==> src/sv/xxh_pkg.sv <==
// shared constants and types for the xxh64 stream hash
`default_nettype none
package xxh_pkg;
    localparam logic [63:0] P1 = 64'h9E3779B185EBCA87;
    localparam logic [63:0] P2 = 64'hC2B2AE3D27D4EB4F;
    localparam logic [63:0] P3 = 64'h165667B19E3779F9;
    localparam logic [63:0] P4 = 64'h85EBCA77C2B2AE63;
    localparam logic [63:0] P5 = 64'h27D4EB2F165667C5;

    // seed register, byte address 0
    localparam logic ADDR_SEED = 1'b0;

    // datapath operations
    localparam logic [3:0] OP_NONE    = 4'd0;
    localparam logic [3:0] OP_LOAD    = 4'd1;  // latch input word, bump length
    localparam logic [3:0] OP_RMUL    = 4'd2;  // t = buf[sel] or lane[sel] times P2
    localparam logic [3:0] OP_RROT    = 4'd3;  // t = rotl(acc + t, 31)
    localparam logic [3:0] OP_RFIN    = 4'd4;  // acc = t * P1 (lane update), else t = t * P1
    localparam logic [3:0] OP_HINIT   = 4'd5;  // h = lane sum or seed + P5
    localparam logic [3:0] OP_MXOR    = 4'd6;  // h ^= t (t = round(0,x))
    localparam logic [3:0] OP_MFIN    = 4'd7;  // h = h * P1 + P4
    localparam logic [3:0] OP_ADDLEN  = 4'd8;  // h += total length
    localparam logic [3:0] OP_T8FIN   = 4'd9;  // h = rotl(h,27) * P1 + P4
    localparam logic [3:0] OP_T4      = 4'd10; // h ^= lo32 * P1; h = rotl(h,23)*P2+P3
    localparam logic [3:0] OP_T1      = 4'd11; // h ^= byte * P5; h = rotl(h,11)*P1
    localparam logic [3:0] OP_AVAL    = 4'd12; // one avalanche step
    localparam logic [3:0] OP_REARM   = 4'd13;

    typedef struct packed {
        logic [3:0] op;
        logic [1:0] sel;    // lane / buffer index
        logic [1:0] sub;    // sub step inside an op
        logic       src_buf; // RMUL: 1 buffer, 0 lane accumulator; RROT: 1 adds lane
        logic       pre;    // partial product cycle of a multiply, no state update
    } t_cmd;

    typedef struct packed {
        logic       last;
        logic [3:0] nbytes;
        logic [1:0] nbuf;
        logic       seen;
    } t_stat;

    function automatic logic [63:0] rotl(input logic [63:0] x, input int unsigned r);
        rotl = (x << r) | (x >> (64 - r));
    endfunction
endpackage
`default_nettype wire

==> src/sv/xxh_ctrl.sv <==
// controller: sequences rounds, merge, tail and avalanche steps
`default_nettype none
module xxh_ctrl (
    input  wire logic          i_clk,
    input  wire logic          i_rst_n,
    input  wire logic          i_valid,
    output logic               o_stall,
    input  wire xxh_pkg::t_stat i_stat,
    output xxh_pkg::t_cmd      o_cmd,
    output logic               o_valid,
    input  wire logic          i_stall
);
    localparam logic [3:0] S_IDLE  = 4'd0;
    localparam logic [3:0] S_CHK   = 4'd1;
    localparam logic [3:0] S_LRND  = 4'd2;  // lane rounds
    localparam logic [3:0] S_HINIT = 4'd3;
    localparam logic [3:0] S_MERGE = 4'd4;
    localparam logic [3:0] S_LEN   = 4'd5;
    localparam logic [3:0] S_T8    = 4'd6;
    localparam logic [3:0] S_T4    = 4'd7;
    localparam logic [3:0] S_T1    = 4'd8;
    localparam logic [3:0] S_AVAL  = 4'd9;
    localparam logic [3:0] S_OUT   = 4'd10;
    localparam logic [3:0] S_TCHK  = 4'd11;

    logic [3:0] r_state, n_state;
    logic [1:0] r_idx, n_idx;
    logic [2:0] r_step, n_step;
    logic [1:0] r_bidx, n_bidx;
    logic       r_valid, n_valid;
    logic       r_mwait, n_mwait;
    logic       w_mul_use;

    always_comb begin
        n_state = r_state;
        n_idx = r_idx;
        n_step = r_step;
        n_bidx = r_bidx;
        n_valid = r_valid;
        o_cmd = '{op: xxh_pkg::OP_NONE, sel: r_idx, sub: r_step[1:0], src_buf: 1'b0,
                  pre: 1'b0};
        unique case (r_state) inside
            S_IDLE: begin
                if (i_valid && !r_valid) begin
                    o_cmd.op = xxh_pkg::OP_LOAD;
                    n_state = S_CHK;
                end
            end
            S_CHK: begin
                n_idx = '0;
                n_step = '0;
                n_bidx = '0;
                // buffer wrapped to zero after a full word: stripe complete
                if (i_stat.nbytes == 4'd8 && i_stat.nbuf == 2'd0) n_state = S_LRND;
                else if (i_stat.last) n_state = S_HINIT;
                else n_state = S_IDLE;
            end
            S_LRND: begin
                o_cmd.src_buf = 1'b1;
                o_cmd.sub = 2'd0;
                o_cmd.op = (r_step == 3'd0) ? xxh_pkg::OP_RMUL
                         : (r_step == 3'd1) ? xxh_pkg::OP_RROT : xxh_pkg::OP_RFIN;
                n_step = (r_step == 3'd2) ? 3'd0 : r_step + 3'd1;
                if (r_step == 3'd2) begin
                    n_idx = r_idx + 2'd1;
                    if (r_idx == 2'd3) n_state = i_stat.last ? S_HINIT : S_IDLE;
                end
            end
            S_HINIT: begin
                o_cmd.op = xxh_pkg::OP_HINIT;
                n_idx = '0;
                n_step = '0;
                n_state = i_stat.seen ? S_MERGE : S_LEN;
            end
            S_MERGE: begin
                // round(0, lane) then h ^= ; h = h*P1+P4
                unique case (r_step)
                    3'd0: o_cmd.op = xxh_pkg::OP_RMUL;
                    3'd1: o_cmd.op = xxh_pkg::OP_RROT;
                    3'd2: begin
                        o_cmd.op = xxh_pkg::OP_RFIN;
                        o_cmd.sub = 2'd1;
                    end
                    3'd3: o_cmd.op = xxh_pkg::OP_MXOR;
                    default: o_cmd.op = xxh_pkg::OP_MFIN;
                endcase
                n_step = (r_step == 3'd4) ? 3'd0 : r_step + 3'd1;
                if (r_step == 3'd4) begin
                    n_idx = r_idx + 2'd1;
                    if (r_idx == 2'd3) n_state = S_LEN;
                end
            end
            S_LEN: begin
                o_cmd.op = xxh_pkg::OP_ADDLEN;
                n_step = '0;
                n_bidx = '0;
                n_state = S_TCHK;
            end
            S_TCHK: begin
                n_step = '0;
                if (r_bidx != i_stat.nbuf) n_state = S_T8;
                else if (i_stat.nbytes >= 4'd4 && i_stat.nbytes != 4'd8) n_state = S_T4;
                else if (i_stat.nbytes != 4'd0 && i_stat.nbytes != 4'd8) n_state = S_T1;
                else n_state = S_AVAL;
            end
            S_T8: begin
                o_cmd.sel = r_bidx;
                o_cmd.src_buf = 1'b1;
                unique case (r_step)
                    3'd0: o_cmd.op = xxh_pkg::OP_RMUL;
                    3'd1: begin
                        o_cmd.op = xxh_pkg::OP_RROT;
                        o_cmd.src_buf = 1'b0;
                    end
                    3'd2: begin
                        o_cmd.op = xxh_pkg::OP_RFIN;
                        o_cmd.sub = 2'd1;
                    end
                    3'd3: o_cmd.op = xxh_pkg::OP_MXOR;
                    3'd4: begin
                        o_cmd.op = xxh_pkg::OP_T8FIN;
                        o_cmd.sub = 2'd0;
                    end
                    default: begin
                        o_cmd.op = xxh_pkg::OP_T8FIN;
                        o_cmd.sub = 2'd1;
                    end
                endcase
                n_step = (r_step == 3'd5) ? 3'd0 : r_step + 3'd1;
                if (r_step == 3'd5) begin
                    n_bidx = r_bidx + 2'd1;
                    n_state = S_TCHK;
                end
            end
            S_T4, S_T1: begin
                o_cmd.op = (r_state == S_T4) ? xxh_pkg::OP_T4 : xxh_pkg::OP_T1;
                n_step = (r_step == 3'd2) ? 3'd0 : r_step + 3'd1;
                if (r_step == 3'd2) n_state = S_TCHK;
            end
            S_AVAL: begin
                o_cmd.op = xxh_pkg::OP_AVAL;
                unique case (r_step)
                    3'd0: o_cmd.sub = 2'd0;
                    3'd1: o_cmd.sub = 2'd1;
                    3'd2: o_cmd.sub = 2'd2;
                    3'd3: o_cmd.sub = 2'd3;
                    default: begin
                        o_cmd.sub = 2'd1;
                        o_cmd.src_buf = 1'b1;
                    end
                endcase
                // sub 1 multiplies by P2, sub 3 by P3; last step is the xor shift by 32
                n_step = r_step + 3'd1;
                if (r_step == 3'd4) n_state = S_OUT;
            end
            S_OUT: begin
                o_cmd.op = xxh_pkg::OP_REARM;
                n_valid = 1'b1;
                n_state = S_IDLE;
            end
            default: n_state = S_IDLE;
        endcase
        w_mul_use = (o_cmd.op == xxh_pkg::OP_RMUL) || (o_cmd.op == xxh_pkg::OP_RFIN)
                 || (o_cmd.op == xxh_pkg::OP_MFIN)
                 || (o_cmd.op == xxh_pkg::OP_T8FIN && o_cmd.sub == 2'd1)
                 || ((o_cmd.op == xxh_pkg::OP_T4 || o_cmd.op == xxh_pkg::OP_T1)
                     && !o_cmd.sub[0])
                 || (o_cmd.op == xxh_pkg::OP_AVAL && o_cmd.sub[0] && !o_cmd.src_buf);
        // a multiply step is held while the partial products are registered (pre, no state update)
        n_mwait = w_mul_use && !r_mwait;
        if (n_mwait) begin
            o_cmd.pre = 1'b1;
            n_state = r_state;
            n_idx = r_idx;
            n_step = r_step;
            n_bidx = r_bidx;
        end
        if (r_valid && !i_stall) n_valid = (r_state == S_OUT);
    end

    always_ff @(posedge i_clk) begin
        if (!i_rst_n) begin
            r_state <= S_IDLE;
            r_idx <= '0;
            r_step <= '0;
            r_bidx <= '0;
            r_valid <= 1'b0;
            r_mwait <= 1'b0;
        end else begin
            r_state <= n_state;
            r_idx <= n_idx;
            r_step <= n_step;
            r_bidx <= n_bidx;
            r_valid <= n_valid;
            r_mwait <= n_mwait;
        end
    end

    assign o_stall = (r_state != S_IDLE) || r_valid;
    assign o_valid = r_valid;
endmodule
`default_nettype wire

==> config.mk <==
export PLATFORM = sky130hd
export DESIGN_NAME = xxh_ctrl
export DESIGN_NICKNAME = d
export VERILOG_FILES = /design/src/sv/xxh_pkg.sv /design/src/sv/xxh_ctrl.sv
export SDC_FILE = /design/constraint.sdc
export NUM_CORES = 1
export LEC_CHECK = 0
export ABC_AREA = 1
export BUFFER_PORTS_ARGS = -buffer_cell sky130_fd_sc_hd__buf_4
export CORE_MARGIN = 2
export CORE_UTILIZATION = 55
export CTS_CLUSTER_SIZE = 40
export DETAILED_ROUTE_END_ITERATION = 16
export HOLD_SLACK_MARGIN = 0.05
export PLACE_DENSITY = 0.86
export SLEW_MARGIN = 30
export SYNTH_ARGS = -nofsm -noshare
export SYNTH_HDL_FRONTEND = slang
export SYNTH_SLANG_ARGS = --single-unit
==> constraint.sdc <==
create_clock -name i_clk -period 5.85 [get_ports i_clk]
set_clock_uncertainty 0.2 [all_clocks]
set_input_delay 0.585 -clock i_clk [delete_from_list [all_inputs] [get_ports i_clk]]
set_output_delay 0.585 -clock i_clk [all_outputs]
set_load 0.02 [all_outputs]
==> results of run 1 <==
-- routing by layer --
layer | track usage [%] | share of wire, % | vias to the layer above
li1 | - | - | 909
met1 | 33.7 | 46 | 749
met2 | 40.5 | 45 | 70
met3 | 3.26 | 8.3 | 5
met4 | 6.46 | 0.74 | 0
met5 | 0 | 0 | -
-- where the power goes --
part	internal, mW	leakage (nW)	total [mW]	switching (mW)
Sequential	0.111	0.107	0.138	0.0263
Combinational	0.260	0.811	0.741	0.481
Clock	0.0265	0.0150	0.0601	0.0335
-- state kept, by name, indices dropped and copies added, names as in the netlist --
name and flops:
r_step 3, r_mwait 1, o_valid 1, r_idx 2, r_state 4, r_bidx 2
-- placed cells by master (no fill, tap or decap), types with 4 or more instances in the layout --
cell,count
ha_1,7
nand2_1,90
inv_1,26
buf_4,23
inv_2,5
o21ai_0,6
nor2_1,55
dfxtp_1,13
nor2_2,4
a21oi_1,11
nand3_1,29
-- per-stage QoR --
step	worst slack (ns)	hold slack, ns	area, um2	util (%)
final	2.56	0.294	1690	66.9
after global routing	2.30	0.313	1690	66.9
after CTS	2.58	0.299	1690	66.9
after detailed placement	2.91	0.285	1660	65.9
after global placement	2.89	0.279	1660	65.9
after floorplan	3.01	0.254	1480	-
-- critical path, delay by kind of cell (launching register included) --
kind	cells	cell delay [ns]
simple gates	10	1.23
buf+inv	3	0.38
flops	1	0.37
fa+ha+maj	1	0.24
-- logic make-up (layout without fill, tap and decap cells) --
| logic type | after synthesis | count (layout) |
|---|---|---|
| AOI/OAI and AO/OA | 23 | 23 |
| xor gates and xnor gates | 3 | 3 |
| adders and majority gates | 7 | 7 |
| buffers and inverters | 35 | 58 |
| DFF | 13 | 13 |
| and+or+nand+nor | 191 | 191 |
-- cell type report --
| class | instances | area (um2) |
|---|---|---|
| repair buffers | 23 | 173 |
| multi-input cells | 224 | 1070 |
| well taps | 30 | 37.5 |
| flip-flops and latches | 13 | 260 |
| clock buffers | 4 | 26.3 |
| fillers | 262 | 835 |
| inverters | 31 | 116 |
-- final timing paths --
path	from	endpoint	depth (start not counted)
min	r_idx[1]$_SDFFE_PN0P_	r_idx[1]$_SDFFE_PN0P_	2
max reg2reg	r_step[0]$_SDFFE_PN0P_	r_state[3]$_SDFFE_PN0P_	16
max	r_step[0]$_SDFFE_PN0P_	o_cmd[0]	14
min reg2reg	r_idx[1]$_SDFFE_PN0P_	r_idx[1]$_SDFFE_PN0P_	2
==> qor.yml, run 1 <==
fmax_ghz: 0.304
clk_pin_slew_ns: 0.09
postCtsResizedCells: 0
ios: 24
required_ns: 5.07
p_per_area_nw_per_um2: 556
routabilityCongestion: 0.900
die_x_um: 55.9
ir_drop_uv: 373
grt_pass1_vias: 1508
post_cts_buffers: 0
first_pass_iters: 4
fin_cells: 325
status: "finished, final reports clean"
synth_area_leaders: "nand2_1 (23%), dfxtp_1 (18%), nor2_1 (14%)"
yosysTopAreaCellShare_pct: 22.8
worst_pin_slew_ns: 0.478
synthSimpleGateAreaFrac_pct: 54.6
core_area_um2: 2520
fin_tns_setup_ns: 0
drive_gt1_share_pct: 13.9
yosysWarnings: 0
final_nets: 315
rows: 18
syn_avg_cell_area_um2: 5.45
clkLatencyLatePin_ns: 0.29
min_period_over_period_pct: 56.2
antenna_cells: 0
drv_slew: 0
ys_seq_area_share_pct: 17.6
root_buffer: "clkbuf_4"
ys.flop_type: "dfxtp_1"
dp_hpwl_um: 2800
max_stage_delay_ns: 0.37
wl_per_cell_um: 10.8
grt_overflow: 0
fin_crit_ns: 3.29
hold_buffers: 0
worst_path_most_repeated_cell: "nand2_1"
synthDistinctLibCells: 28
synth_seq_cells: 13
synth_edf_count: 0
crit_arrival_ns: 2.51
worstSetupPathType: "reg2out"
p_leak_nw: 0.932
vias: 1733
finalPower_uw: 939
synth_top_cell_by_area: "nand2_1"
grt_pass1_wl_um: 6320
cp-end-kind: "output port"
maxCapViolations: 0
cts_tree: "yes"
synth_top_family_by_area: "simple AND/OR/NAND/NOR gates"
die_area_um2: 3120
synth_compound_area_share_pct: 10.2
rsz0062_at_grt: "false"
slew_headroom_pct: 68.2
setup-violations-final: 0
viasPerCell: 5.33
grt_usage_pct: 24.5
start_util_pct: 58.7
worstPathCellList: "inv_1, ha_1, nand2_1, nand2_1, nor2_1, nand2_1, nand3_1, nand2_1, nand3_1, nand2_1, nor2_2, nand2_2, inv_1, buf_4"
drt_iter0_markers: 75
yosysMostFrequentCell: "nand2_1"
synth_commonest_cells: "nand2_1 (90), nor2_1 (55), nand3_1 (29)"
clockBufferDepth: 2
synth_fa_ha_area_share_pct: 5.91
ant_nets: 0
io_buffers: 23
grt_max_degree: 19
synth_mux_area_share_pct: 0
routed_wl_um: 3510
synthArstFlopShare_pct: 0
worstSetupStartpointType: "flip-flop"
syn-num-nets: 291
areaGrowthSynthToFinish_pct: 13.9
cts_sinks: 13
synthXorXnorAreaFrac_pct: 1.77
synth_area_um2: 1480
drc: 0
dp.cells: 321
die_h_um: 55.9
hold_viol: 0
critPathSlowestCell: "dfxtp_1"
rrSetupSlack_ns: 3.19
h-tree-depth: 1
hold_class: "reg2reg"
cts_buffers: 3
antenna_found_initial: 0
syn_inst: 272
crit_fanout: 18
Note: power is estimated with default switching activity, not from simulation.
==> run 2, diff against run 1 <==
ABC_AREA = 0   (was 1)
clock period = 3.1 ns   (was 5.85 ns; I/O delays follow)
==> qor.yml, run 2 <==
status: "complete, but fails checks"  # was finished, final reports clean
violations: "negative setup slack"
io_buffers: 23  # unchanged
fin_crit_ns: 3.23
synth_area_um2: 1540  # was 1480 um2
worstPathCellList: "inv_1, ha_1, o21bai_1, a211oi_1, o211ai_1, nor3_1, a31oi_1, nand3_2, inv_2, buf_4"  # was inv_1, ha_1, nand2_1, nand2_1, nor2_1, nand2_1, nand3_1, nand2_1, nand3_1, nand2_1, nor2_2, nand2_2, inv_1, buf_4
synthDistinctLibCells: 65  # was 28
finalWorstSetupSlack_ns: -0.125  # was 2.56 ns
clockBufferDepth: 2  # unchanged
ant_nets: 0  # unchanged
vias: 1728  # was 1733
critPathSlowestCell: "o211ai_1"  # was dfxtp_1
finalPower_mw: 1.50  # was 939 uW
clk_pin_slew_ns: 0.09  # about the same
min_period_over_period_pct: 104
h-tree-depth: 1  # unchanged
crit_arrival_ns: 2.72  # was 2.51 ns
worst_pin_slew_ns: 0.655  # was 0.478 ns
setup-violations-final: 4  # was 0
synthArstFlopShare_pct: 0  # unchanged
hold_ws_ns: 0.0925  # was 0.294 ns
p_sw_share_pct: 51.7  # was 57.6%
ys_seq_area_share_pct: 16.9  # was 17.6%
die_x_um: 56.9  # was 55.9 um
hold_class: "in2reg"  # was reg2reg
mostFrequentLayoutCell: "buf_4"  # was nand2_1
hold_viol: 0  # unchanged
core_area_um2: 2710  # was 2520 um2
crit_fanout: 6  # was 18
p_clk_share_pct: 7.8  # was 6.4%
synth_top_cell_by_area: "dfxtp_1"  # was nand2_1
yosysTopAreaCellShare_pct: 16.9  # was 22.8%
synth_edf_count: 0  # unchanged
drv_slew: 0  # unchanged
routabilityCongestion: 1.10  # was 0.900
antenna_found_initial: 0  # unchanged
synth_seq_cells: 13  # unchanged
reg_top3: "r_state (4), r_step (3)"  # unchanged
p_switching_uw: 773  # was 541 uW
maxCapViolations: 0  # unchanged
areaGrowthSynthToFinish_pct: 20.0  # was 13.9%
cp-end-kind: "output port"  # unchanged
ios: 24  # unchanged
hold_buffers: 0  # unchanged
clkLatencyLatePin_ns: 0.29  # about the same
wl_per_cell_um: 17.1  # was 10.8 um
synth_area_leaders: "dfxtp_1 (17%), nand2_1 (6.6%), ha_1 (5.7%)"  # was nand2_1 (23%), dfxtp_1 (18%), nor2_1 (14%)
start_util_pct: 56.9  # was 58.7%
drt_iter0_markers: 101  # was 75
slew_headroom_pct: 56.2  # was 68.2%
first_pass_iters: 4  # unchanged
grt_pass1_vias: 1567  # was 1508
worstSetupStartpointType: "flip-flop"  # unchanged
drive_gt1_share_pct: 28.9  # was 13.9%
max_stage_delay_ns: 0.41  # was 0.37 ns
regMostFlops: "r_state"  # unchanged
power_frac_seq_pct: 17.3  # was 14.7%
rows: 19  # was 18
yosysMostFrequentCell: "nand2_1"  # unchanged
antenna_cells: 0  # unchanged
syn-num-nets: 232  # was 291
p_leak_nw: 0.796  # was 0.932 nW
rsz0062_at_grt: "true"  # was false
cts_tree: "yes"  # unchanged
ys.flop_type: "dfxtp_1"  # unchanged
crit_buf_inv: 3  # unchanged
syn_inst: 213  # was 272
cts_buffers: 3  # unchanged
p_per_area_nw_per_um2: 809  # was 556 nW/um2
die_area_um2: 3240  # was 3120 um2
viasPerCell: 6.40  # was 5.33
yosysWarnings: 0  # unchanged
grt_usage_pct: 28.1  # was 24.5%
grt_overflow: 0  # unchanged
die_h_um: 56.9  # was 55.9 um
p_comb_share_pct: 75.0  # was 78.9%
power.internal_uw: 723  # was 398 uW
final_cell_mix: "buf_4 (38), nand2_1 (27), nor2_1 (18)"  # was nand2_1 (90), nor2_1 (55), nand3_1 (29)
worstSetupPathType: "reg2out"  # unchanged
critPathTopFamily: "compound AO/OA/AOI/OAI gates"  # was simple AND/OR/NAND/NOR gates
dp_hpwl_um: 3200  # was 2800 um
cts_sinks: 13  # unchanged
routed_wl_um: 4610  # was 3510 um
largest_reg_flops: 4  # unchanged
grt_pass1_wl_um: 7200  # was 6320 um
drc: 0  # unchanged
syn_avg_cell_area_um2: 7.24  # was 5.45 um2
required_ns: 2.59  # was 5.07 ns
grt_max_degree: 23  # was 19
final_nets: 259  # was 315
ir_drop_uv: 607  # was 373 uV
root_buffer: "clkbuf_4"  # unchanged
synth_commonest_cells: "nand2_1 (27), nor2_1 (18), dfxtp_1 (13)"  # was nand2_1 (90), nor2_1 (55), nand3_1 (29)
fmax_ghz: 0.310
[run 2: cell types whose count changed in the layout (fill, tap and decap cells not counted), moves of 4 or more]
cell	previous run	this run
nand2_1	90	27
nor2_1	55	18
nand3_1	29	8
inv_1	26	8
buf_4	23	38
mux2i_1	0	6
nor2b_1	0	5
dfxtp_1	13	9
dfxtp_2	0	4
inv_2	5	1
nor3b_1	0	4
[run 2: path summary, 6_finish.rpt]
path,endpoint,slack [ns],start,depth (start not counted)
setup / recovery,o_cmd[0],-0.13,r_step[0]$_SDFFE_PN0P_,10
hold / removal,o_valid$_SDFFE_PN0P_,0.09,i_stall,3
setup reg to reg,r_state[0]$_SDFFE_PN0P_,-0.12,r_step[0]$_SDFFE_PN0P_,10
hold reg to reg,r_idx[1]$_SDFFE_PN0P_,0.30,r_idx[1]$_SDFFE_PN0P_,2
[run 2: power by group through the flow]
stage,Clock (mW),Combinational [mW],Sequential [mW]
floorplan,0,0.766,0.222
global placement,0,1.01,0.252
detailed placement,0,1.02,0.254
CTS,0.117,1.06,0.254
global route,0.123,1.19,0.265
finish,0.116,1.12,0.258
[run 2: cells by family after synthesis]
logic type,synth area share [%]
simple gates,34.0
compound gates,29.6
mux,3.90
buf+inv,7.63
fa+ha+maj,5.68
xor+xnor,2.27
flops,16.9
[run 2: tightest hold or removal path, cell delays in order]
cell	delay, ns
buf_4	0.08
a22oi_1	0.07
nor2b_1	0.10
[run 2: through the flow]
step           instances  setup slack (ns)  util, %  area [um2]  TNS (ns)
6_report             270            -0.125     68.3        1850    -0.325
5_1_grt              270            -0.244     68.3        1850    -0.881
4_1_cts              269            0.0250     67.7        1840         0
3_5_place_dp         263            0.0166     64.9        1760         0
3_3_place_gp         263            0.0542     64.9        1760         0
2_1_floorplan        213             0.156        -        1540         0
[run 2: timing repair]
action                                  CTS  global route
pin swaps                                 1             3
buffers inserted                          2             1
endpoints found under the setup margin    2             5
resized for setup                         9             6
[run 2: final cells by class]
| type | instances | area, um2 |
|---|---|---|
| Clock buffer | 4 | 26.3 |
| Fill cell | 240 | 860 |
| Inverter | 9 | 33.8 |
| Multi-Input combinational cell | 175 | 1200 |
| Sequential cell | 13 | 265 |
| Tap cell | 31 | 38.8 |
| Timing Repair Buffer | 38 | 285 |
[run 2: routing by layer]
layer	track usage, %	part of all wire (%)
met5	0	0
met4	17.3	6.2
met2	45.5	45
met3	5.22	7.3
met1	34.3	41
==> run 3, diff against run 2 <==
CTS_CLUSTER_SIZE = not set   (was 40)
RECOVER_POWER = 100   (was not set)
==> qor.yml, run 3 (same netlist as run 2, synthesis figures left out) <==
violations: "negative setup slack"  # unchanged
io_buffers: 23  # unchanged
startpoint: "r_step[0]$_SDFFE_PN0P_"  # unchanged
hold_class: "in2reg"  # unchanged
ios: 24  # unchanged
fin_tns_setup_ns: -0.415  # was -0.325 ns
clk_pin_slew_ns: 0.09  # about the same
crit_fanout: 6  # unchanged
fin_crit_ns: 3.25  # was 3.23 ns
rrSetupSlack_ns: -0.15  # was -0.12 ns
final_nets: 259  # unchanged
final_cell_mix: "buf_4 (35), nand2_1 (27), nor2_1 (18)"  # was buf_4 (38), nand2_1 (27), nor2_1 (18)
areaGrowthSynthToFinish_pct: 19.2  # was 20.0%
worstSetupPathType: "reg2reg"  # was reg2out
rsz0062_at_grt: "true"  # unchanged
final_area_um2: 1840  # was 1850 um2
cts_buffers: 3  # unchanged
worst_pin_slew_ns: 0.694  # was 0.655 ns
slew_headroom_pct: 53.5  # was 56.2%
n_fill_cell: 243  # was 240
maxCapViolations: 0  # unchanged
finalWorstSetupSlack_ns: -0.149  # was -0.125 ns
drt_iter0_markers: 99  # was 101
die_area_um2: 3240  # unchanged
vias: 1741  # was 1728
first_pass_iters: 4  # unchanged
wl_per_cell_um: 17.1  # about the same
rr_worst_depth: 10  # unchanged
grt_pass1_wl_um: 7200  # unchanged
antenna_found_initial: 0  # unchanged
grt_overflow: 0  # unchanged
postPlaceCellArea_um2: 1760  # unchanged
start_util_pct: 56.9  # unchanged
p_per_area_nw_per_um2: 810  # was 809 nW/um2
r2r-start: "r_step[0]$_SDFFE_PN0P_"  # unchanged
status: "complete, but fails checks"  # unchanged
viasPerCell: 6.45  # was 6.40
required_ns: 3.09  # was 2.59 ns
clockBufferDepth: 2  # unchanged
root_buffer: "clkbuf_4"  # unchanged
p_leak_nw: 0.784  # was 0.796 nW
core_area_um2: 2710  # unchanged
regMostFlops: "r_state"  # unchanged
drive_gt1_share_pct: 27.2  # was 28.9%
rows: 19  # unchanged
fmax_ghz: 0.308  # was 0.310 GHz
drv_slew: 0  # unchanged
antenna_cells: 0  # unchanged
cts_sinks: 13  # unchanged
mostFrequentLayoutCell: "buf_4"  # unchanged
grt_max_degree: 23  # unchanged
ir_drop_uv: 607  # about the same
clkLatencyLatePin_ns: 0.29  # about the same
ant_nets: 0  # unchanged
min_from: "i_stall"  # unchanged
drc: 0  # unchanged
routed_wl_um: 4620  # was 4610 um
dp.cells: 263  # unchanged
grt_usage_pct: 28.1  # unchanged
grt_pass1_vias: 1567  # unchanged
die_h_um: 56.9  # unchanged
crit_arrival_ns: 3.24  # was 2.72 ns
hold_end: "o_valid$_SDFFE_PN0P_"  # unchanged
max_stage_delay_ns: 0.53  # was 0.41 ns
min_period_over_period_pct: 105  # was 104%
h-tree-depth: 1  # unchanged
worstSetupStartpointType: "flip-flop"  # unchanged
finalPower_mw: 1.49  # was 1.50 mW
hold_viol: 0  # unchanged
setup-violations-final: 4  # unchanged
cp-end-kind: "flip-flop"  # was output port
reg_top3: "r_state (4), r_step (3)"  # unchanged
cts_tree: "yes"  # unchanged
routabilityCongestion: 1.10  # unchanged
worstPathCellList: "inv_1, ha_1, o21ba_2, o2111ai_2, a221oi_2, nor2_1, a211o_1, a31oi_1, o221ai_1, o211a_1"  # was inv_1, ha_1, o21bai_1, a211oi_1, o211ai_1, nor3_1, a31oi_1, nand3_2, inv_2, buf_4
fin_cells: 270  # unchanged
die_x_um: 56.9  # unchanged
largest_reg_flops: 4  # unchanged
holdPathStages: 3  # unchanged
r2r-end: "r_state[0]$_SDFFE_PN0P_"  # unchanged
dp_hpwl_um: 3200  # unchanged
hold_ws_ns: 0.0926  # was 0.0925 ns
critPathSlowestCell: "a31oi_1"  # was o211ai_1
==> run 3: cell count changes in the layout (fill, tap and decap cells not counted), sizes merged <==
| cell | before | now |
|---|---|---|
| buf | 38 | 35 |
| clkbuf | 4 | 7 |
==> run 3: final cells by class <==
class,count,area (um2),area share [%]
flip-flops and latches,13,265,14.4
repair buffers,38,274,14.9
multi-input cells,175,1200,65.3
clock buffers,4,26.3,1.43
well taps,31,38.8,2.11
inverters,9,33.8,1.84
==> run 3: critical path, delay by kind of cell (launching register included) <==
family,cells,cell delay (ns)
flip-flops,1,0.35
buffers and inverters,1,0.15
AO/OA/AOI/OAI,7,2.08
AND/OR/NAND/NOR,1,0.08
adder cells (fa/ha/maj),1,0.28
==> run 3: per-layer routing <==
metal	GRT usage, %	wire, um	vias to the layer above
met5	0	0	-
met4	17.3	276	0
met3	5.22	383	26
met2	45.5	2100	117
met1	34.3	1860	769
li1	-	-	829
==> run 3: worst max-delay path by stage <==
stage	endpoint
after CTS	o_cmd[0]
after global routing	r_state[0]$_SDFFE_PN0P_
after global placement	r_state[0]$_SDFFE_PN0P_
final	r_state[0]$_SDFFE_PN0P_
after detailed placement	r_state[0]$_SDFFE_PN0P_
after floorplan	o_cmd[0]
==> run 3: what timing repair did <==
action	CTS	global route
gates resized for setup	9	6
hold buffers	0	0
setup endpoints to repair	2	5
buffers inserted	2	1
endpoints found under the hold margin	0	0
pin swaps	1	3
==> run 3: metrics by stage <==
stage	utilization (%)	setup WS, ns
3_5_place_dp	64.9	0.0166
4_1_cts	67.7	0.0250
6_report	67.8	-0.149
2_1_floorplan	-	0.156
5_1_grt	67.8	-0.244
3_3_place_gp	64.9	0.0542
==> run 3: power breakdown <==
part           leakage, nW  total, mW  switching (mW)  internal [mW]
clock               0.0150      0.116          0.0659         0.0501
sequential           0.107      0.259          0.0569          0.202
combinational        0.661       1.11           0.650          0.463
total                0.784       1.49           0.773          0.715
